===== src/rtl/irra_pkg.sv =====
package irra_pkg;

   // field widths
   localparam int ADDR_W    = 32;
   localparam int PROTO_W   = 8;
   localparam int FLAGS_W   = 8;
   localparam int BYTES_W   = 32;
   localparam int PKTS_W    = 24;
   localparam int SECS_W    = 16;
   localparam int RATE_W    = 51;
   localparam int TOTAL_W   = 48;
   localparam int DIR_W     = 2;
   localparam int KIND_W    = 3;
   localparam int LIMIT_W   = 32;
   localparam int FLAP_W    = 8;
   localparam int CSR_DATA_W = 32;
   localparam int CSR_ADDR_W = 5;

   // bytes are reported as bits: times 8
   localparam int BYTE_SHIFT = 3;

   localparam logic OP_PACKET   = 1'b0;
   localparam logic OP_INTERVAL = 1'b1;

   localparam logic [KIND_W-1:0] KIND_BYTES   = 3'd0;
   localparam logic [KIND_W-1:0] KIND_PACKETS = 3'd1;
   localparam logic [KIND_W-1:0] KIND_SYN     = 3'd2;
   localparam logic [KIND_W-1:0] KIND_UDP     = 3'd3;
   localparam logic [KIND_W-1:0] KIND_ICMP    = 3'd4;

   localparam logic [PROTO_W-1:0] PROTO_TCP  = 8'd6;
   localparam logic [PROTO_W-1:0] PROTO_UDP  = 8'd17;
   localparam logic [PROTO_W-1:0] PROTO_ICMP = 8'd1;
   localparam int FLAG_SYN_BIT = 1;
   localparam int FLAG_ACK_BIT = 4;

   // register indexes (byte address = 4 * index)
   localparam logic [2:0] REG_RULE_DIRECTION = 3'd0;
   localparam logic [2:0] REG_RULE_MASK      = 3'd1;
   localparam logic [2:0] REG_RULE_PREFIX    = 3'd2;
   localparam logic [2:0] REG_COUNT_KIND     = 3'd3;
   localparam logic [2:0] REG_HARD_LIMIT     = 3'd4;
   localparam logic [2:0] REG_SAFE_LIMIT     = 3'd5;
   localparam logic [2:0] REG_FLAP_RELOAD    = 3'd6;

   localparam logic [DIR_W-1:0]   RST_RULE_DIRECTION = 2'd2;
   localparam logic [ADDR_W-1:0]  RST_RULE_MASK      = '0;
   localparam logic [ADDR_W-1:0]  RST_RULE_PREFIX    = '0;
   localparam logic [KIND_W-1:0]  RST_COUNT_KIND     = KIND_PACKETS;
   localparam logic [LIMIT_W-1:0] RST_HARD_LIMIT     = '1;
   localparam logic [LIMIT_W-1:0] RST_SAFE_LIMIT     = '1;
   localparam logic [FLAP_W-1:0]  RST_FLAP_RELOAD    = 8'd3;

   typedef enum logic [1:0] {
      BAND_BELOW = 2'd0,
      BAND_SAFE  = 2'd1,
      BAND_HARD  = 2'd2,
      BAND_NONE  = 2'd3
   } band_type;

   typedef enum logic [1:0] {
      ST_IDLE,
      ST_EVAL,
      ST_RUN
   } state_type;

   typedef struct packed {
      logic                 operation;
      logic                 direction;
      logic [ADDR_W-1:0]    local_addr;
      logic [PROTO_W-1:0]   protocol;
      logic [FLAGS_W-1:0]   tcp_flags;
      logic [BYTES_W-1:0]   byte_count;
      logic [PKTS_W-1:0]    packet_count;
      logic [SECS_W-1:0]    elapsed_seconds;
   } req_type;

   typedef struct packed {
      logic                 matched;
      logic                 alarm;
      logic [1:0]           band;
      logic [RATE_W-1:0]    rate;
   } rsp_type;

   typedef struct packed {
      logic [DIR_W-1:0]     rule_direction;
      logic [ADDR_W-1:0]    rule_mask;
      logic [ADDR_W-1:0]    rule_prefix;
      logic [KIND_W-1:0]    count_kind;
      logic [LIMIT_W-1:0]   hard_limit;
      logic [LIMIT_W-1:0]   safe_limit;
      logic [FLAP_W-1:0]    flap_reload;
   } cfg_type;

endpackage


===== src/rtl/irra_req_if.sv =====
interface irra_req_if;
   logic                  valid;
   logic                  ready;
   irra_pkg::req_type     payload;

   modport source (output valid, output payload, input ready);
   modport sink   (input valid, input payload, output ready);
endinterface


===== src/rtl/irra_rsp_if.sv =====
interface irra_rsp_if;
   logic                  valid;
   logic                  ready;
   irra_pkg::rsp_type     payload;

   modport source (output valid, output payload, input ready);
   modport sink   (input valid, input payload, output ready);
endinterface


===== src/rtl/ip_rule_rate_alarm.sv =====
// Packet event: accepted in ST_IDLE, then evaluated and counted in ST_EVAL.
// Interval end with nonzero seconds: accepted, then run in ST_RUN on the
//   bit-serial rate divider; the limit products run alongside it.
// One item in flight; the result register lets the next item be taken while
//   a result waits. Reset (synchronous): total, flap counter, control cleared.
module ip_rule_rate_alarm (
   input  logic                                clock,
   input  logic                                reset,
   irra_req_if.sink                            req_ch,
   irra_rsp_if.source                          rsp_ch,
   input  logic                                csr_psel,
   input  logic                                csr_penable,
   input  logic                                csr_pwrite,
   input  logic [irra_pkg::CSR_ADDR_W-1:0]     csr_paddr,
   input  logic [irra_pkg::CSR_DATA_W-1:0]     csr_pwdata,
   output logic [irra_pkg::CSR_DATA_W-1:0]     csr_prdata,
   output logic                                csr_pready
);

   localparam int PROD_W = irra_pkg::LIMIT_W + irra_pkg::SECS_W;

   irra_pkg::cfg_type    cfg;
   irra_pkg::state_type  state_ff, state_in;
   irra_pkg::req_type    item_ff;
   irra_pkg::rsp_type    out_ff, res;

   logic                                out_valid_ff;
   logic [irra_pkg::TOTAL_W-1:0]        total_ff, total_in;
   logic [irra_pkg::FLAP_W-1:0]         flaps_ff, flaps_in;

   logic                                slot_free;
   logic                                load_out;
   logic                                start;
   logic                                dir_ok, addr_ok, proto_ok, pkt_match;
   logic [irra_pkg::TOTAL_W-1:0]        amount;
   logic [irra_pkg::TOTAL_W:0]          sum;
   logic [irra_pkg::RATE_W-1:0]         dividend;
   logic [PROD_W-1:0]                   hard_prod, safe_prod;
   logic [irra_pkg::RATE_W-1:0]         quotient;
   logic                                hard_busy, safe_busy, div_busy;
   logic                                ge_hard, ge_safe;

   // ---------------------------------------------------------------- registers
   irra_csr u_csr (
      .clock       (clock),
      .reset       (reset),
      .csr_psel    (csr_psel),
      .csr_penable (csr_penable),
      .csr_pwrite  (csr_pwrite),
      .csr_paddr   (csr_paddr),
      .csr_pwdata  (csr_pwdata),
      .csr_prdata  (csr_prdata),
      .csr_pready  (csr_pready),
      .cfg         (cfg)
   );

   // ---------------------------------------------------------------- match
   // direction codes 2 and 3 both mean either direction
   assign dir_ok  = cfg.rule_direction[1] | (cfg.rule_direction[0] == item_ff.direction);
   assign addr_ok = ((item_ff.local_addr & cfg.rule_mask) == cfg.rule_prefix);

   always_comb begin
      proto_ok = 1'b0;
      amount   = irra_pkg::TOTAL_W'(item_ff.packet_count);
      case (cfg.count_kind)
         irra_pkg::KIND_BYTES: begin
            proto_ok = 1'b1;
            amount   = irra_pkg::TOTAL_W'(item_ff.byte_count);
         end
         irra_pkg::KIND_PACKETS: begin
            proto_ok = 1'b1;
         end
         irra_pkg::KIND_SYN: begin
            // bare SYN: SYN set, ACK clear; counts one per event
            proto_ok = (item_ff.protocol == irra_pkg::PROTO_TCP)
                     & item_ff.tcp_flags[irra_pkg::FLAG_SYN_BIT]
                     & ~item_ff.tcp_flags[irra_pkg::FLAG_ACK_BIT];
            amount   = irra_pkg::TOTAL_W'(1);
         end
         irra_pkg::KIND_UDP: begin
            proto_ok = (item_ff.protocol == irra_pkg::PROTO_UDP);
         end
         irra_pkg::KIND_ICMP: begin
            proto_ok = (item_ff.protocol == irra_pkg::PROTO_ICMP);
         end
         default: begin
            proto_ok = 1'b0;   // unused kinds count nothing
         end
      endcase
   end

   assign pkt_match = dir_ok & addr_ok & proto_ok;
   assign sum       = {1'b0, total_ff} + {1'b0, amount};

   // ---------------------------------------------------------------- interval math
   assign dividend = (cfg.count_kind == irra_pkg::KIND_BYTES)
                   ? (irra_pkg::RATE_W'(total_ff) << irra_pkg::BYTE_SHIFT)
                   : irra_pkg::RATE_W'(total_ff);

   irra_mul #(
      .A_W (irra_pkg::LIMIT_W),
      .B_W (irra_pkg::SECS_W)
   ) u_mul_hard (
      .clock   (clock),
      .reset   (reset),
      .start   (start),
      .a       (cfg.hard_limit),
      .b       (item_ff.elapsed_seconds),
      .busy    (hard_busy),
      .product (hard_prod)
   );

   irra_mul #(
      .A_W (irra_pkg::LIMIT_W),
      .B_W (irra_pkg::SECS_W)
   ) u_mul_safe (
      .clock   (clock),
      .reset   (reset),
      .start   (start),
      .a       (cfg.safe_limit),
      .b       (item_ff.elapsed_seconds),
      .busy    (safe_busy),
      .product (safe_prod)
   );

   irra_div #(
      .N_W (irra_pkg::RATE_W),
      .D_W (irra_pkg::SECS_W)
   ) u_div (
      .clock    (clock),
      .reset    (reset),
      .start    (start),
      .dividend (dividend),
      .divisor  (item_ff.elapsed_seconds),
      .busy     (div_busy),
      .quotient (quotient)
   );

   // products are 48 bits, same as the total
   assign ge_hard = (PROD_W'(total_ff) >= hard_prod);
   assign ge_safe = (PROD_W'(total_ff) >= safe_prod);

   // ---------------------------------------------------------------- result and state update
   always_comb begin
      res      = '0;
      res.band = irra_pkg::BAND_NONE;
      total_in = total_ff;
      flaps_in = flaps_ff;
      if (item_ff.operation == irra_pkg::OP_PACKET) begin
         if (pkt_match) begin
            res.matched = 1'b1;
            total_in    = sum[irra_pkg::TOTAL_W] ? '1 : sum[irra_pkg::TOTAL_W-1:0];
         end
      end else if (item_ff.elapsed_seconds != '0) begin
         if (ge_hard) begin
            res.band  = irra_pkg::BAND_HARD;
            res.alarm = 1'b1;
            flaps_in  = cfg.flap_reload;
         end else if (ge_safe) begin
            res.band = irra_pkg::BAND_SAFE;
            if (flaps_ff != '0) begin
               res.alarm = 1'b1;
               flaps_in  = cfg.flap_reload;
            end
         end else begin
            res.band = irra_pkg::BAND_BELOW;
            if (flaps_ff != '0) begin
               res.alarm = 1'b1;
               flaps_in  = flaps_ff - irra_pkg::FLAP_W'(1);
            end
         end
         res.rate = quotient;
         total_in = '0;
      end
   end

   // ---------------------------------------------------------------- control
   assign slot_free = ~out_valid_ff | rsp_ch.ready;

   always_comb begin
      state_in     = state_ff;
      req_ch.ready = 1'b0;
      start        = 1'b0;
      load_out     = 1'b0;
      case (state_ff)
         irra_pkg::ST_IDLE: begin
            req_ch.ready = 1'b1;
            if (req_ch.valid) begin
               state_in = irra_pkg::ST_EVAL;
            end
         end
         irra_pkg::ST_EVAL: begin
            // packets and zero-second intervals finish here
            if ((item_ff.operation == irra_pkg::OP_PACKET) ||
                (item_ff.elapsed_seconds == '0)) begin
               if (slot_free) begin
                  load_out = 1'b1;
                  state_in = irra_pkg::ST_IDLE;
               end
            end else begin
               start    = 1'b1;
               state_in = irra_pkg::ST_RUN;
            end
         end
         irra_pkg::ST_RUN: begin
            if (~hard_busy & ~safe_busy & ~div_busy & slot_free) begin
               load_out = 1'b1;
               state_in = irra_pkg::ST_IDLE;
            end
         end
         default: begin
            state_in = irra_pkg::ST_IDLE;
         end
      endcase
   end

   always_ff @(posedge clock) begin
      if (reset) begin
         state_ff     <= irra_pkg::ST_IDLE;
         out_valid_ff <= 1'b0;
         total_ff     <= '0;
         flaps_ff     <= '0;
      end else begin
         state_ff <= state_in;
         if (load_out) begin
            out_valid_ff <= 1'b1;
            total_ff     <= total_in;
            flaps_ff     <= flaps_in;
         end else if (rsp_ch.ready) begin
            out_valid_ff <= 1'b0;
         end
      end
   end

   always_ff @(posedge clock) begin
      if (req_ch.valid & req_ch.ready) begin
         item_ff <= req_ch.payload;
      end
      if (load_out) begin
         out_ff <= res;
      end
   end

   assign rsp_ch.valid   = out_valid_ff;
   assign rsp_ch.payload = out_ff;

endmodule


===== src/rtl/irra_csr.sv =====
module irra_csr (
   input  logic                                clock,
   input  logic                                reset,
   input  logic                                csr_psel,
   input  logic                                csr_penable,
   input  logic                                csr_pwrite,
   input  logic [irra_pkg::CSR_ADDR_W-1:0]     csr_paddr,
   input  logic [irra_pkg::CSR_DATA_W-1:0]     csr_pwdata,
   output logic [irra_pkg::CSR_DATA_W-1:0]     csr_prdata,
   output logic                                csr_pready,
   output irra_pkg::cfg_type                   cfg
);

   irra_pkg::cfg_type cfg_ff;
   logic              wr_en;
   logic [2:0]        reg_idx;

   assign csr_pready = 1'b1;
   assign wr_en      = csr_psel & csr_penable & csr_pwrite;
   assign reg_idx    = csr_paddr[4:2];
   assign cfg        = cfg_ff;

   always_ff @(posedge clock) begin
      if (reset) begin
         cfg_ff.rule_direction <= irra_pkg::RST_RULE_DIRECTION;
         cfg_ff.rule_mask      <= irra_pkg::RST_RULE_MASK;
         cfg_ff.rule_prefix    <= irra_pkg::RST_RULE_PREFIX;
         cfg_ff.count_kind     <= irra_pkg::RST_COUNT_KIND;
         cfg_ff.hard_limit     <= irra_pkg::RST_HARD_LIMIT;
         cfg_ff.safe_limit     <= irra_pkg::RST_SAFE_LIMIT;
         cfg_ff.flap_reload    <= irra_pkg::RST_FLAP_RELOAD;
      end else if (wr_en) begin
         case (reg_idx)
            irra_pkg::REG_RULE_DIRECTION: begin
               cfg_ff.rule_direction <= csr_pwdata[irra_pkg::DIR_W-1:0];
            end
            irra_pkg::REG_RULE_MASK: begin
               cfg_ff.rule_mask <= csr_pwdata[irra_pkg::ADDR_W-1:0];
            end
            irra_pkg::REG_RULE_PREFIX: begin
               cfg_ff.rule_prefix <= csr_pwdata[irra_pkg::ADDR_W-1:0];
            end
            irra_pkg::REG_COUNT_KIND: begin
               cfg_ff.count_kind <= csr_pwdata[irra_pkg::KIND_W-1:0];
            end
            irra_pkg::REG_HARD_LIMIT: begin
               cfg_ff.hard_limit <= csr_pwdata[irra_pkg::LIMIT_W-1:0];
            end
            irra_pkg::REG_SAFE_LIMIT: begin
               cfg_ff.safe_limit <= csr_pwdata[irra_pkg::LIMIT_W-1:0];
            end
            irra_pkg::REG_FLAP_RELOAD: begin
               cfg_ff.flap_reload <= csr_pwdata[irra_pkg::FLAP_W-1:0];
            end
            default: begin
            end
         endcase
      end
   end

   always_comb begin
      csr_prdata = '0;
      case (reg_idx)
         irra_pkg::REG_RULE_DIRECTION: begin
            csr_prdata = irra_pkg::CSR_DATA_W'(cfg_ff.rule_direction);
         end
         irra_pkg::REG_RULE_MASK: begin
            csr_prdata = irra_pkg::CSR_DATA_W'(cfg_ff.rule_mask);
         end
         irra_pkg::REG_RULE_PREFIX: begin
            csr_prdata = irra_pkg::CSR_DATA_W'(cfg_ff.rule_prefix);
         end
         irra_pkg::REG_COUNT_KIND: begin
            csr_prdata = irra_pkg::CSR_DATA_W'(cfg_ff.count_kind);
         end
         irra_pkg::REG_HARD_LIMIT: begin
            csr_prdata = irra_pkg::CSR_DATA_W'(cfg_ff.hard_limit);
         end
         irra_pkg::REG_SAFE_LIMIT: begin
            csr_prdata = irra_pkg::CSR_DATA_W'(cfg_ff.safe_limit);
         end
         irra_pkg::REG_FLAP_RELOAD: begin
            csr_prdata = irra_pkg::CSR_DATA_W'(cfg_ff.flap_reload);
         end
         default: begin
            csr_prdata = '0;
         end
      endcase
   end

endmodule


===== src/rtl/irra_mul.sv =====
// Shift-add multiplier, one multiplier bit per cycle, LSB first.
module irra_mul #(
   parameter int A_W = irra_pkg::LIMIT_W,
   parameter int B_W = irra_pkg::SECS_W
) (
   input  logic                 clock,
   input  logic                 reset,
   input  logic                 start,
   input  logic [A_W-1:0]       a,
   input  logic [B_W-1:0]       b,
   output logic                 busy,
   output logic [A_W+B_W-1:0]   product
);

   localparam int CNT_W = $clog2(B_W + 1);

   logic             busy_ff;
   logic [CNT_W-1:0] cnt_ff;
   logic [A_W-1:0]   a_ff;
   logic [B_W-1:0]   b_ff;
   logic [A_W-1:0]   hi_ff;
   logic [B_W-1:0]   lo_ff;
   logic [A_W-1:0]   addend;
   logic [A_W:0]     sum;

   assign addend  = b_ff[0] ? a_ff : '0;
   assign sum     = {1'b0, hi_ff} + {1'b0, addend};
   assign busy    = busy_ff;
   assign product = {hi_ff, lo_ff};

   always_ff @(posedge clock) begin
      if (reset) begin
         busy_ff <= 1'b0;
         cnt_ff  <= '0;
      end else if (start) begin
         busy_ff <= 1'b1;
         cnt_ff  <= CNT_W'(B_W);
      end else if (busy_ff) begin
         busy_ff <= (cnt_ff != CNT_W'(1));
         cnt_ff  <= cnt_ff - CNT_W'(1);
      end
   end

   always_ff @(posedge clock) begin
      if (start) begin
         a_ff  <= a;
         b_ff  <= b;
         hi_ff <= '0;
         lo_ff <= '0;
      end else if (busy_ff) begin
         hi_ff <= sum[A_W:1];
         lo_ff <= {sum[0], lo_ff[B_W-1:1]};
         b_ff  <= b_ff >> 1;
      end
   end

endmodule


===== src/rtl/irra_div.sv =====
// Restoring divider, one quotient bit per cycle, MSB first.
// Divisor must be nonzero.
module irra_div #(
   parameter int N_W = irra_pkg::RATE_W,
   parameter int D_W = irra_pkg::SECS_W
) (
   input  logic               clock,
   input  logic               reset,
   input  logic               start,
   input  logic [N_W-1:0]     dividend,
   input  logic [D_W-1:0]     divisor,
   output logic               busy,
   output logic [N_W-1:0]     quotient
);

   localparam int CNT_W = $clog2(N_W + 1);

   logic             busy_ff;
   logic [CNT_W-1:0] cnt_ff;
   logic [N_W-1:0]   q_ff;
   logic [D_W-1:0]   rem_ff;
   logic [D_W-1:0]   d_ff;
   logic [D_W:0]     trial;
   logic [D_W:0]     diff;
   logic             fits;

   assign trial    = {rem_ff, q_ff[N_W-1]};
   assign diff     = trial - {1'b0, d_ff};
   assign fits     = (trial >= {1'b0, d_ff});
   assign busy     = busy_ff;
   assign quotient = q_ff;

   always_ff @(posedge clock) begin
      if (reset) begin
         busy_ff <= 1'b0;
         cnt_ff  <= '0;
      end else if (start) begin
         busy_ff <= 1'b1;
         cnt_ff  <= CNT_W'(N_W);
      end else if (busy_ff) begin
         busy_ff <= (cnt_ff != CNT_W'(1));
         cnt_ff  <= cnt_ff - CNT_W'(1);
      end
   end

   always_ff @(posedge clock) begin
      if (start) begin
         q_ff   <= dividend;
         rem_ff <= '0;
         d_ff   <= divisor;
      end else if (busy_ff) begin
         // remainder stays below the divisor, so D_W bits hold it
         rem_ff <= fits ? diff[D_W-1:0] : trial[D_W-1:0];
         q_ff   <= {q_ff[N_W-2:0], fits};
      end
   end

endmodule


===== src/flat_wrapper.sv =====
// flat-port wrapper written by rule: the top's interface ports become plain ports
module ip_rule_rate_alarm_flat 
  (clock, reset, csr_psel, csr_penable, csr_pwrite, csr_paddr, csr_pwdata, csr_prdata, csr_pready, req_ch_valid, req_ch_payload, req_ch_ready, rsp_ch_valid, rsp_ch_payload, rsp_ch_ready);
  irra_req_if req_ch_i ();
  irra_rsp_if rsp_ch_i ();
  input  logic clock;
  input  logic reset;
  input  logic csr_psel;
  input  logic csr_penable;
  input  logic csr_pwrite;
  input  logic [irra_pkg::CSR_ADDR_W-1:0] csr_paddr;
  input  logic [irra_pkg::CSR_DATA_W-1:0] csr_pwdata;
  output logic [irra_pkg::CSR_DATA_W-1:0] csr_prdata;
  output logic csr_pready;
  input wire logic [$bits(req_ch_i.valid)-1:0] req_ch_valid;
  input wire logic [$bits(req_ch_i.payload)-1:0] req_ch_payload;
  output wire logic [$bits(req_ch_i.ready)-1:0] req_ch_ready;
  output wire logic [$bits(rsp_ch_i.valid)-1:0] rsp_ch_valid;
  output wire logic [$bits(rsp_ch_i.payload)-1:0] rsp_ch_payload;
  input wire logic [$bits(rsp_ch_i.ready)-1:0] rsp_ch_ready;
  assign req_ch_i.valid = req_ch_valid;
  assign req_ch_i.payload = req_ch_payload;
  assign req_ch_ready = req_ch_i.ready;
  assign rsp_ch_valid = rsp_ch_i.valid;
  assign rsp_ch_payload = rsp_ch_i.payload;
  assign rsp_ch_i.ready = rsp_ch_ready;
  ip_rule_rate_alarm u_core (.clock(clock), .reset(reset), .req_ch(req_ch_i), .rsp_ch(rsp_ch_i), .csr_psel(csr_psel), .csr_penable(csr_penable), .csr_pwrite(csr_pwrite), .csr_paddr(csr_paddr), .csr_pwdata(csr_pwdata), .csr_prdata(csr_prdata), .csr_pready(csr_pready));
endmodule

===== config.mk =====
export PLATFORM = sky130hd
export DESIGN_NAME = ip_rule_rate_alarm_flat
export DESIGN_NICKNAME = d
export VERILOG_FILES = /design/src/rtl/irra_pkg.sv /design/src/rtl/irra_req_if.sv /design/src/rtl/irra_rsp_if.sv /design/src/rtl/ip_rule_rate_alarm.sv /design/src/rtl/irra_csr.sv /design/src/rtl/irra_mul.sv /design/src/rtl/irra_div.sv /design/src/flat_wrapper.sv
export SDC_FILE = /design/constraint.sdc
export NUM_CORES = 2
export LEC_CHECK = 0
export BUFFER_PORTS_ARGS = -buffer_cell sky130_fd_sc_hd__buf_4
export CORE_UTILIZATION = 50
export CTS_CLUSTER_DIAMETER = 100
export DETAILED_ROUTE_END_ITERATION = 8
export PLACE_DENSITY = 0.71
export SETUP_SLACK_MARGIN = 0.3
export SLEW_MARGIN = 20
export SYNTH_ARGS = -nofsm -noshare
export SYNTH_HDL_FRONTEND = slang
export SYNTH_HIERARCHICAL = 1
export SYNTH_SLANG_ARGS = --single-unit

===== constraint.sdc =====
create_clock -name clock -period 4.3 [get_ports clock]
set_input_delay 0.215 -clock clock [delete_from_list [all_inputs] [get_ports clock]]
set_output_delay 0.215 -clock clock [all_outputs]
set_load 0.02 [all_outputs]

Yosys cells after proc, flatten, opt, wreduce, memory -nomap -nowiden. Cells that the tools add are included.

$add $sub $neg: 8. Bitwise operators: 20. Multiplexer cells: 51. $lt $le $gt $ge: 3. Reduce and logical (&&, ||, !) cells: 27. Equality and inequality tests: 24.

Operator list (count): one-hot mux 32 bit (7 select lines) (1); two-way mux 48 bit (4); two-way mux 51 bit (3); greater-or-equal comparator 48 bit (2); two-way mux 16 bit (5); adder 32 x 32 -> 33 bit (2); two-way mux 32 bit (2); one-hot mux 32 bit (2 select lines) (1); adder 48 x 32 -> 49 bit (1); bitwise AND 32 bit (1); equality test 32 bit (1); two-way mux 8 bit (4); two-way mux 5 bit (4); greater-or-equal comparator 17 x 16 -> 1 bit (1); two-way mux 1 bit (17); zero test 16 bit (1); AND reduction 2 bit (8); nonzero test 16 bit (1); subtractor 16 bit (1); equality test 3 x 2 -> 1 bit, second input constant (4); equality test 3 bit, second input constant (4); two-way mux 6 bit (2); nonzero test 2 bit (6); bitwise AND 1 bit (10); 30 further kinds (47).

Word-level logic and storage cells: 177. Output and inout bits: 90. Register bits after elaboration: 668. Bits of input ports: 166.

Depth between registers and ports, before layout.
Depth after elaboration: 7. Gate-level depth with buffers: 17. Gate-level depth less buffers: 14.

Modules after synthesis. The synthesis kept the hierarchy.

Modules (own cells, without submodules): ip_rule_rate_alarm (instances 1, area each 13984.7 µm², sequential area each 6316.1 µm², cells an instance 1375); irra_csr (instances 1, area each 6542.5 µm², sequential area each 2822.7 µm², cells an instance 672); irra_mul at u_core.u_mul_safe (instances 1, area each 5496.5 µm², sequential area each 2522.4 µm², cells an instance 541); irra_mul at u_core.u_mul_hard (instances 1, area each 5388.9 µm², sequential area each 2522.4 µm², cells an instance 511); irra_div (instances 1, area each 4635.7 µm², sequential area each 2472.4 µm², cells an instance 389).

Least setup slack after synthesis. OpenSTA, ideal clock, no wires.

Path kind: flip-flop to flip-flop. Start point: register u_core/item_ff[1] in the netlist's numbering. End point: register u_core.u_div.q_ff[0] (netlist: u_core/u_div/quotient[0]) (enable). Setup time: 0.410 ns. Stages on the path, launching flop included: 9. Required time: 3.890 ns. Period minus slack after synthesis: 4.802 ns. Data arrival time: 4.393 ns. Path buffers: 1. Path slack: -0.502 ns. Cells stage by stage: edfxtp_1 > nor4_1 > nand4_1 > and2_0 > nand2_1 > inv_1 > clkbuf_1 > clkinv_1 > nand2_1.

Word-level cells in the longest chain between the ends: 5.

Ends and longest elaborated chain: from (decl) (line ip_rule_rate_alarm.sv:24) `irra_pkg::req_type item_ff;`; from (signal assigned) (line ip_rule_rate_alarm.sv:237) `item_ff <= req_ch.payload;`; zero test 16 bit (line ip_rule_rate_alarm.sv:195) `(item_ff.elapsed_seconds == '0)) begin`; logical OR 1 bit (line ip_rule_rate_alarm.sv:194) `if ((item_ff.operation == irra_pkg::OP_PACKET) ||`; two-way mux 1 bit (line ip_rule_rate_alarm.sv:194); two-way mux 1 bit (line ip_rule_rate_alarm.sv:185) `case (state_ff)`; via u_core.start (line ip_rule_rate_alarm.sv:33) `logic start;`; nonzero test 2 bit (no line); to (signal assigned) (line irra_div.sv:48) `q_ff <= dividend;`; to (signal assigned) (line irra_div.sv:54) `q_ff <= {q_ff[N_W-2:0], fits};`; to (decl) (line irra_div.sv:20) `logic [N_W-1:0] q_ff;`.

The timed path passes the listed nets, and every way through them passes these cells. A chain may end at the register's enable or synchronous reset.

Final worst setup path.
Start point: register u_core.u_csr.cfg_ff (netlist bit u_core/u_csr/cfg[72]). End point: register u_core/total_ff[30] in the netlist's numbering.

Word-level cells in the longest chain between the ends: 6. Elaborated cells on any way between the ends: 15. Classes of those cells: 1 x add/sub; 4 x eq/ne; 5 x mux; 1 x bitwise; 4 x reduce/logical.

Ends and longest elaborated chain: from (decl) (line irra_csr.sv:14) `irra_pkg::cfg_type cfg_ff;`; equality test 3 x 2 -> 1 bit, or another cell as far along (line ip_rule_rate_alarm.sv:65) `case (cfg.count_kind)`; one-hot mux 32 bit (2 select lines) or OR reduction 2 bit (tied branches); adder 48 x 32 -> 49 bit or one-hot mux 1 bit (4 select lines) (tied branches) (line ip_rule_rate_alarm.sv:93, ip_rule_rate_alarm.sv:65); two-way mux 48 bit or bitwise AND 1 bit (tied branches) (line ip_rule_rate_alarm.sv:152, ip_rule_rate_alarm.sv:92); two-way mux 48 bit or nonzero test 2 bit (tied branches); two-way mux 48 bit or AND reduction 3 bit (tied branches); to (signal assigned) (line ip_rule_rate_alarm.sv:227) `total_ff <= total_in;`; to (decl) (line ip_rule_rate_alarm.sv:28) `logic [irra_pkg::TOTAL_W-1:0] total_ff, total_in;`.

Parallel ways exist; a longest one is shown, timed or not. The select of a mux whose other input is x is not followed.

==> results.sh <==
export IMPL_vdd_drop_max_v=0.0002903
export IMPL_dp_hpwl_um=64310
export IMPL_yosys_warnings=6
export IMPL_grt_setup_unrepaired="false"
export IMPL_synthTopCellsByArea="edfxtp_1 28%, dfxtp_1 18%, ha_1 7.6%, mux2i_1 6.6%, mux2_2 4.0%"
export IMPL_syn_nets=3878
export IMPL_crit_path_max_fanout=6
export IMPL_top_layer_used="met4"
export IMPL_grt_pass1_wl_um=143000
export IMPL_end_kind="register"
export IMPL_yosys_register_bits=665
export IMPL_n_fill_cell=5932
export IMPL_synth_top_area_frac=0.2782
export IMPL_power_mw=19.73
export IMPL_mostFrequentLayoutCell="edfxtp_1"
export IMPL_antenna_found_initial=4
export IMPL_core_um2=71360
export IMPL_hold_violations=0
export IMPL_vias=27300
export IMPL_die_area_um2=73180
export IMPL_viasPerCell=5.627
export IMPL_drc=0
export IMPL_met2WireLength_um=41330
export IMPL_ios=256
export IMPL_numCtsBuffers=72
export IMPL_p_leak_nw=17.45
export IMPL_postRouteAntennaNets=0
export IMPL_setup_viol=0
export IMPL_area_growth_pct=18.76
export IMPL_hp_class="in2reg"
export IMPL_drt_iter0_drc=2019
export IMPL_cts_htree_levels=3
export IMPL_grt_usage=0.2454
export IMPL_cts_tree="yes"
export IMPL_syn_area_per_cell_um2=10.33
export IMPL_postLayoutCellArea_um2=42810
export IMPL_cts_buffer_depth=3
export IMPL_place_gp_congestion=0.9323
export IMPL_fin_nets=4232
export IMPL_worstPathArrival_ps=4380
export IMPL_powerDensity_nw_per_um2=460.9
export IMPL_insertion_delay_ps=620
export IMPL_wire_per_inst_um=18.89
export IMPL_syn_area_um2=36050
export IMPL_wl_met1_um=42080
export IMPL_worst_pin_slew_ps=1153
export IMPL_finalCriticalPeriod_ps=3850
export IMPL_fin_crit_sh=0.8954
export IMPL_drive_above_1_share=0.1565
export IMPL_std_cell_rows=98
export IMPL_routed_wl_um=91660
export IMPL_yosysSeqAreaShare=0.4620
export IMPL_synth_edf_count=334
export IMPL_die_w_um=270.5
export IMPL_yosysTopAreaCell="edfxtp_1"
export IMPL_grt_overflow=0
export IMPL_drv_cap=0
export IMPL_max_freq_mhz=259.7
export IMPL_grt_pass1_vias=26220
export IMPL_layout_common_cells="334 x edfxtp_1, 328 x dfxtp_1, 306 x nor2_1"
export IMPL_dr_wl_met3_um=4589
export IMPL_fin_tns_setup_ps=0
export IMPL_die_height_um=270.5
export IMPL_crit_required_ps=4830
export IMPL_io_buffers=246
export IMPL_ys_flop_type="edfxtp_1"
export IMPL_maxSlewHeadroom=0.2314
export IMPL_clkTransAtPathRegs_ps=60
export IMPL_cts_root_buf="clkbuf_16"
export IMPL_finClkSkew_ps=22.36
export IMPL_drt_pass1_iter_count=8
export IMPL_ys_types=103
export IMPL_critical_path_class="reg2reg"
export IMPL_placed_area_um2=38790
export IMPL_slew_viol_final=0
export IMPL_cp_start_kind="register"
export IMPL_grt_max_degree=200
export IMPL_synth_cells=3488
export IMPL_status="finished clean"
export IMPL_async_flop_share=0
export IMPL_clock_sinks=665
export IMPL_start_util=0.5051
layout make-up:
type | count | area [um2] | area share
diodes | 2 | 5.005 | 0.0001169
well taps | 950 | 1189 | 0.02777
clock inverters | 37 | 435.4 | 0.01017
clock buffers | 94 | 1978 | 0.04621
repair buffers | 446 | 3799 | 0.08873
multi-input cells | 2482 | 18080 | 0.4223
inverters | 175 | 664.4 | 0.01552
flip-flops and latches | 665 | 16660 | 0.3892
worst paths after layout:
kind | start | endpoint | slack [ps] | cells past startpoint
worst max-delay path | u_core/u_csr/cfg[72] | u_core/total_ff[30] | 450 | 15
worst min-delay path | req_ch_valid | u_core/state_ff[1] | 140 | 4
worst max register to register | u_core/u_csr/cfg[72] | u_core/total_ff[30] | 450 | 15
worst min register to register | u_core/u_csr/cfg[20] | u_core/u_mul_safe/a_ff[12] | 460 | 0
flip-flops by register name, summed over array words and instances (netlist names), 32 cells and up:
name	flops
u_core/u_csr/cfg	141
u_core/item_ff	116
u_core/rsp_ch.payload	55
u_core/u_div/quotient	51
u_core/total_ff	48
u_core/u_mul_hard/a_ff	32
u_core/u_mul_hard/hi_ff	32
u_core/u_mul_safe/a_ff	32
u_core/u_mul_safe/hi_ff	32
metrics by stage:
step,util,worst slack [ps],instances,hold slack (ps)
2_1_floorplan,-,348.6,3488,284.1
3_3_place_gp,0.5436,338.1,4564,393.1
3_5_place_dp,0.5436,321.3,4564,394.3
4_1_cts,0.5985,305.2,4845,101.1
5_1_grt,0.5999,298.6,4851,155.4
6_report,0.5999,449.6,4851,138.2
power by group:
part / leakage [nW] / internal (mW) / switching [mW]
Combinational: 10.6 / 2.33 / 3.16
Sequential: 5.67 / 7.42 / 0.550
Clock: 1.18 / 3.70 / 2.57
per-layer routing:
metal | global-route usage | vias up
li1 | - | 13420
met1 | 0.3390 | 12900
met2 | 0.3861 | 796
met3 | 0.03160 | 182
met4 | 0.1066 | 0
met5 | 0 | -
critical path, cell delays in order (launching register included):
cell       delay, ps
dfxtp_1          370
or3_2            600
a2bb2oi_1        180
ha_1             190
inv_1             70
fa_1             200
nor2b_1           70
o31ai_1          440
a21oi_2          170
a31oi_1          340
o21a_2           270
buf_4            120
nor3_1            50
a2111oi_0        480
a31o_2           170
nor2_1            40
cell usage after synthesis (109+ instances only):
library cell,n
a21oi_1,177
clkbuf_1,113
dfxtp_1,331
edfxtp_1,334
ha_1,220
inv_1,173
mux2_2,127
mux2i_1,237
nand2_1,222
nand2b_1,126
nor2_1,308
o21ai_0,109
cells by family after synthesis:
| group | count (synthesis) | synth area share |
|---|---|---|
| flip-flops | 665 | 0.4620 |
| XOR/XNOR | 130 | 0.03159 |
| buffers and inverters | 341 | 0.03856 |
| other | 1 | 0.0001040 |
| adder cells (fa/ha/maj) | 224 | 0.07858 |
| AND/OR/NAND/NOR | 1060 | 0.1491 |
| multiplexers | 365 | 0.1061 |
| AO/OA/AOI/OAI | 702 | 0.1339 |
timing repair:
action	in CTS	in global routing
resized for setup	0	13
hold endpoints to repair	261	0
setup buffers	0	3
hold buffers	150	0
endpoints found under the setup margin	0	23
No activity file was read; power rests on OpenSTA's default activity.
